[config.mk]
export PLATFORM = sky130hd
export DESIGN_NAME = gvp_isqrt
export DESIGN_NICKNAME = d
export VERILOG_FILES = /design/src/hdl/gvp_pkg.sv /design/src/hdl/gvp_isqrt.sv
export SDC_FILE = /design/constraint.sdc
export NUM_CORES = 2
export LEC_CHECK = 0
export BUFFER_PORTS_ARGS = -buffer_cell sky130_fd_sc_hd__buf_4
export CORE_MARGIN = 1
export CORE_UTILIZATION = 50
export DETAILED_ROUTE_END_ITERATION = 12
export GPL_TIMING_DRIVEN = 0
export PLACE_DENSITY_LB_ADDON = 0.05
export SYNTH_ARGS = -nofsm -noshare
export SYNTH_HDL_FRONTEND = slang
export SYNTH_MEMORY_MAX_BITS = 65536
export SYNTH_SLANG_ARGS = --single-unit
[constraint.sdc]
create_clock -name clk -period 6.78 [get_ports clk]
set_input_delay 1.017 -clock clk [delete_from_list [all_inputs] [get_ports clk]]
set_output_delay 1.017 -clock clk [all_outputs]
set_load 0.01 [all_outputs]
[src/hdl/gvp_pkg.sv]
// Types and constants of the galvo voltage to position block.
package gvp_pkg;

	localparam int VOLT_W   = 16;
	localparam int TRIG_W   = 16;
	localparam int WORD_W   = 32;
	localparam int ROT_W    = 28;                // rotated vector, Q.24
	localparam int SUMSQ_W  = 32;
	localparam int RAD_W    = SUMSQ_W + 20;      // radicand, Q.48
	localparam int ROOT_W   = RAD_W / 2;         // radius, Q.24
	localparam int REM_W    = ROOT_W + 2;
	localparam int SQRT_STAGES = ROOT_W;
	localparam int CFG_IDX_W = 3;

	localparam logic [WORD_W-1:0] POS_MAX = 32'h7fff_ffff;
	localparam logic [WORD_W-1:0] POS_MIN = 32'h8000_0000;

	localparam logic [WORD_W-1:0] RST_COEF_D  = 32'h0100_0000;
	localparam logic [TRIG_W-1:0] RST_ROT_COS = 16'h7fff;

	typedef enum logic [CFG_IDX_W-1:0] {
		REG_COEF_A  = 3'd0,
		REG_COEF_B  = 3'd1,
		REG_COEF_C  = 3'd2,
		REG_COEF_D  = 3'd3,
		REG_ROT_COS = 3'd4,
		REG_ROT_SIN = 3'd5,
		REG_SHIFT_X = 3'd6,
		REG_SHIFT_Y = 3'd7
	} reg_idx_t;

	// rotated vector carried alongside the square root
	typedef struct packed {
		logic signed [ROT_W-1:0] rxq;
		logic signed [ROT_W-1:0] ryq;
	} rot_t;

endpackage

[src/hdl/gvp_isqrt.sv]
// Pipelined integer square root, one result bit per stage.
module gvp_isqrt (
	input  logic                            clk,
	input  logic                            arst_n,
	input  logic                            en,
	input  logic                            in_v,
	input  logic [gvp_pkg::RAD_W-1:0]       rad,
	input  gvp_pkg::rot_t                   tag,
	output logic                            out_v,
	output logic [gvp_pkg::ROOT_W-1:0]      root,
	output gvp_pkg::rot_t                   tag_out
);

	localparam int N = gvp_pkg::SQRT_STAGES;

	logic [gvp_pkg::REM_W-1:0]  rem_s  [N];
	logic [gvp_pkg::ROOT_W-1:0] root_s [N];
	logic [gvp_pkg::RAD_W-1:0]  rad_s  [N];
	logic                       v_s    [N];
	gvp_pkg::rot_t              tag_s  [N];

	for (genvar k = 0; k < N; k++) begin : g_stage
		logic [gvp_pkg::REM_W-1:0]  rem_in;
		logic [gvp_pkg::ROOT_W-1:0] root_in;
		logic [gvp_pkg::RAD_W-1:0]  rad_in;
		logic                       v_in;
		gvp_pkg::rot_t              tag_in;
		logic [gvp_pkg::REM_W+1:0]  cur;
		logic [gvp_pkg::REM_W+1:0]  test;
		logic [gvp_pkg::REM_W-1:0]  rem_nx;
		logic [gvp_pkg::ROOT_W-1:0] root_nx;

		if (k == 0) begin : g_head
			assign rem_in  = '0;
			assign root_in = '0;
			assign rad_in  = rad;
			assign v_in    = in_v;
			assign tag_in  = tag;
		end else begin : g_body
			assign rem_in  = rem_s[k-1];
			assign root_in = root_s[k-1];
			assign rad_in  = rad_s[k-1];
			assign v_in    = v_s[k-1];
			assign tag_in  = tag_s[k-1];
		end

		// bring down two radicand bits, try root*4+1
		always_comb begin
			cur  = {rem_in, rad_in[gvp_pkg::RAD_W-1 -: 2]};
			test = {gvp_pkg::REM_W'(root_in), 2'b01};
			if (cur >= test) begin
				rem_nx  = gvp_pkg::REM_W'(cur - test);
				root_nx = {root_in[gvp_pkg::ROOT_W-2:0], 1'b1};
			end else begin
				rem_nx  = gvp_pkg::REM_W'(cur);
				root_nx = {root_in[gvp_pkg::ROOT_W-2:0], 1'b0};
			end
		end

		always_ff @(posedge clk or negedge arst_n) begin
			if (!arst_n) begin
				v_s[k] <= 1'b0;
			end else if (en) begin
				v_s[k] <= v_in;
			end
		end

		always_ff @(posedge clk) begin
			if (en) begin
				rem_s[k]  <= rem_nx;
				root_s[k] <= root_nx;
				rad_s[k]  <= rad_in << 2;
				tag_s[k]  <= tag_in;
			end
		end
	end

	assign out_v   = v_s[N-1];
	assign root    = root_s[N-1];
	assign tag_out = tag_s[N-1];

endmodule

==> flow_summary.toml <==
[placed_design]
io_buffers = 194
dpl.hpwl_um = 131000
preCtsSetupSlack_ps = 500
place_congestion = 0.975

[min_path]
min_path_type = "primary input to flip-flop"

[power_and_ir_drop]
p_switching_uw = 11100
p_seq_frac = 0.519
peakVddDrop_mv = 0.232
clkPwrFrac = 0.369
p_int_uw = 36100
switching_share = 0.234
power_uw = 47200
leakagePower_uw = 0.0507
combPwrFrac = 0.112
powerDensity_nw_per_um2 = 341

[routing]
drcViolationCount = 0
finalWirelength_um = 196000
via_count = 59500
drt_first_pass_iters = 6
drtIter0Drc = 3908
routed_via_density = 5.20
antenna_left = 0
post_drt_wl_per_cell_um = 17.2

[global_route]
grt_usage = 0.158
grt_first_pass_wirelength_um = 309000
grt_remaining_overflow = 0
grt_pass1_vias = 59000
grt_max_degree = 198
grt_antenna_before_repair = 7

[sta]
timing.final.ws_setup_ps = 1700
max_freq_mhz = 197
slew_headroom = 0.120
finalSetupViolations = 0
worstMarginPinSlew_ps = 1310
fin_crit_ps = 5080
hold_ws_ps = 229
tns_ps = 0
finalHoldViolCount = 0
finalMaxSlewViolations = 0
post-route-period-util = 0.749
rsz0062_at_grt = "no"
fin_skew_ps = 79.2

[finish]
syn_to_final_growth_pct = 13.6
nets = 8498
drive_above_1_share = 0.0989
final_core_util = 0.573

[outcome]
status = "complete, no violations"

[logic_synthesis]
synthXorXnorAreaFrac = 0.0385
synth_cells = 7453
yosysSeqAreaShare = 0.774
synth_top_area_share = 0.769
synth_fa_ha_area_frac = 0.0389
yosys.cell_types.count = 87
postSynthAreaPerCell_sq_um = 16.4
ys_top_cells_by_area = "edfxtp_1 77%, ha_1 3.9%, xor2_1 2.0%, xnor2_1 1.9%, inv_1 1.4%"
yosys.area_share.simple = 0.0635
async_reset_ff_frac = 0.00827
syn_area_sq_um = 122000
yosysWarnings = 0
synth_seq_cells = 3145
synth_edf_count = 3119
synth_top_family_by_area = "simple AND/OR/NAND/NOR gates"
synth_compound_area_frac = 0.0609
synth_largest_area_cell = "edfxtp_1"
synthesis.nets = 7944
synth-main-ff-cell = "edfxtp_1"
synthMuxAreaShare = 0.00625

[floorplan]
design.core.area_sq_um = 241000
pin_count = 195
die_w_um = 496
rows = 180
start_util = 0.505
die-area_sq_um = 246000
chipHeight_um = 496

[cts]
cts_tree = "built"
clk_pin_slew_ps = 60
cts_root_buffer = "clkbuf_16"
post_cts_resized = 0
cts_buffers = 339
cts.sinks = 3145
worstSkewPairLatency_ps = 930
h-tree-depth = 5
clockBufferDepth = 4

[flow_run]
drv_cap = 0

[critical_path]
path_cells = "buf_16 > buf_16 > buf_16 > buf_16 > buf_16 > buf_16 > buf_16"
cp_slowest_cell = "buf_16"
path_class = "primary input to flip-flop"
start_kind = "primary input"
cpMostUsedCell = "buf_16"
critPathMaxStageDelay_ps = 620
end_kind = "flip-flop"
critPathTopFamily = "buffers and inverters"
worstPathArrival_ps = 5640
cp_max_fo = 189
critPathRequiredTime_ps = 7340
path_buf_inv = 7
==> path summary, 6_finish.rpt <==
kind	start	to	slack, ps	cells past startpoint
worst max-delay path	en	tag_s[5][142]$_DFFE_PP_	1700	7
worst min-delay path	tag[54]	tag_s[0][54]$_DFFE_PP_	230	1
worst max register to register	rem_s[1][146]$_DFFE_PP_	rem_s[1][169]$_DFFE_PP_	1770	12
worst min register to register	tag_s[2][218]$_DFFE_PP_	tag_s[3][50]$_DFFE_PP_	380	0
max in group asynchronous	arst_n	g_stage[17].v_in$_DFFE_PN0P_	5990	2
min in group asynchronous	arst_n	g_stage[5].v_in$_DFFE_PN0P_	520	2
==> cell usage in the layout, fill, tap and decap left out, drive strengths merged, types with 12 or more instances in the layout <==
master	netlist	layout
o211ai	20	20
nand2	421	421
o21bai	28	28
or3	55	55
xnor2	260	260
edfxtp	3119	3119
or2	35	35
buf	9	221
nor3b	16	16
ha	379	379
a211oi	29	29
a21boi	14	14
mux2i	12	12
nand4	64	64
a31oi	38	38
clkbuf	109	504
mux2	57	57
and4	12	12
bufinv	0	29
nand2b	85	85
inv	464	472
clkinvlp	0	16
and2	27	27
o21ai	331	331
nand3b	14	14
nor2b	58	58
a21o	161	161
nor4	83	83
o31ai	45	45
dfrtp	26	26
clkinv	1	150
a21oi	319	319
and3	23	23
nor2	350	350
o21a	75	75
xor2	276	276
nand3	89	89
or4	38	38
nor3	160	160
==> sequential cells by signal, indices dropped and copies added (netlist names) <==
| signal | flops |
|---|---|
| g_stage.v_in | 25 |
| rem_s | 662 |
| root_s | 351 |
| out_v | 1 |
| rad_s | 650 |
| tag_s | 1456 |
==> final cells by class <==
class | count | area [sq um]
timing repair buffer | 213 | 1970
sequential | 3145 | 94300
buffer | 118 | 448
fill | 18600 | 103000
multi-input combinational | 3725 | 25400
clock buffer | 395 | 8800
antenna | 2 | 5.00
clock inverter | 202 | 1800
inverter | 465 | 1750
tap | 3185 | 3990
==> metrics by stage <==
| step | std cells | cell area (sq um) |
|---|---|---|
| 3_3_place_gp | 10800 | 127000 |
| 2_1_floorplan | 7453 | 122000 |
| 5_1_grt | 11400 | 138000 |
| 3_5_place_dp | 10900 | 128000 |
| 6_report | 11500 | 138000 |
| 4_1_cts | 11400 | 138000 |
==> Yosys cell counts (all sizes together), types with 23 or more instances <==
cell       n
nand4     64
or3       55
ha       379
nand2    421
xor2     276
o31ai     45
nor2     350
nor2b     58
dfrtp     26
a211oi    29
edfxtp  3119
o21ai    331
inv      464
or2       35
clkbuf   109
mux2      57
a21oi    319
a21o     161
nand3     89
a31oi     38
xnor2    260
o21bai    28
or4       38
and2      27
o21a      75
nor4      83
nand2b    85
and3      23
nor3     160
==> per-layer routing <==
metal | wire, um | part of all wire | track usage
met1 | 83700 | 0.43 | 0.198
met2 | 96500 | 0.49 | 0.268
met3 | 8560 | 0.044 | 0.0309
met4 | 7820 | 0.040 | 0.0711
met5 | 0 | 0 | 0
==> repair_timing <==
item | in CTS | in global routing
hold buffers | 1 | 0
endpoints found under the hold margin | 26 | 0
buffers inserted | 0 | 0
==> kinds of logic after synthesis <==
family                   Yosys count
adder cells (fa/ha/maj)          379
AO/OA/AOI/OAI                   1185
XOR/XNOR                         536
flip-flops                      3145
other                              1
buffers and inverters            583
AND/OR/NAND/NOR                 1555
multiplexers                      69
==> worst reg2reg max path, cell delays in order (launching register included) <==
cell,delay [ps]
edfxtp_1,400
ha_1,290
clkbuf_1,280
nand4_1,250
nor2_1,510
o221ai_1,390
a21oi_1,290
o31ai_1,160
a21oi_1,380
a2bb2oi_1,360
clkbuf_1,660
clkbuf_1,600
a21oi_1,200
==> power groups by stage <==
stage / Clock, uW / Combinational [uW] / Sequential [uW]
after floorplan: 0 / 3690 / 24600
after global placement: 0 / 5130 / 25900
after detailed placement: 0 / 5250 / 24900
after CTS: 18100 / 5280 / 24500
after global routing: 18800 / 5860 / 24700
final: 17400 / 5270 / 24500
Note: power is estimated with default switching activity, not from simulation.
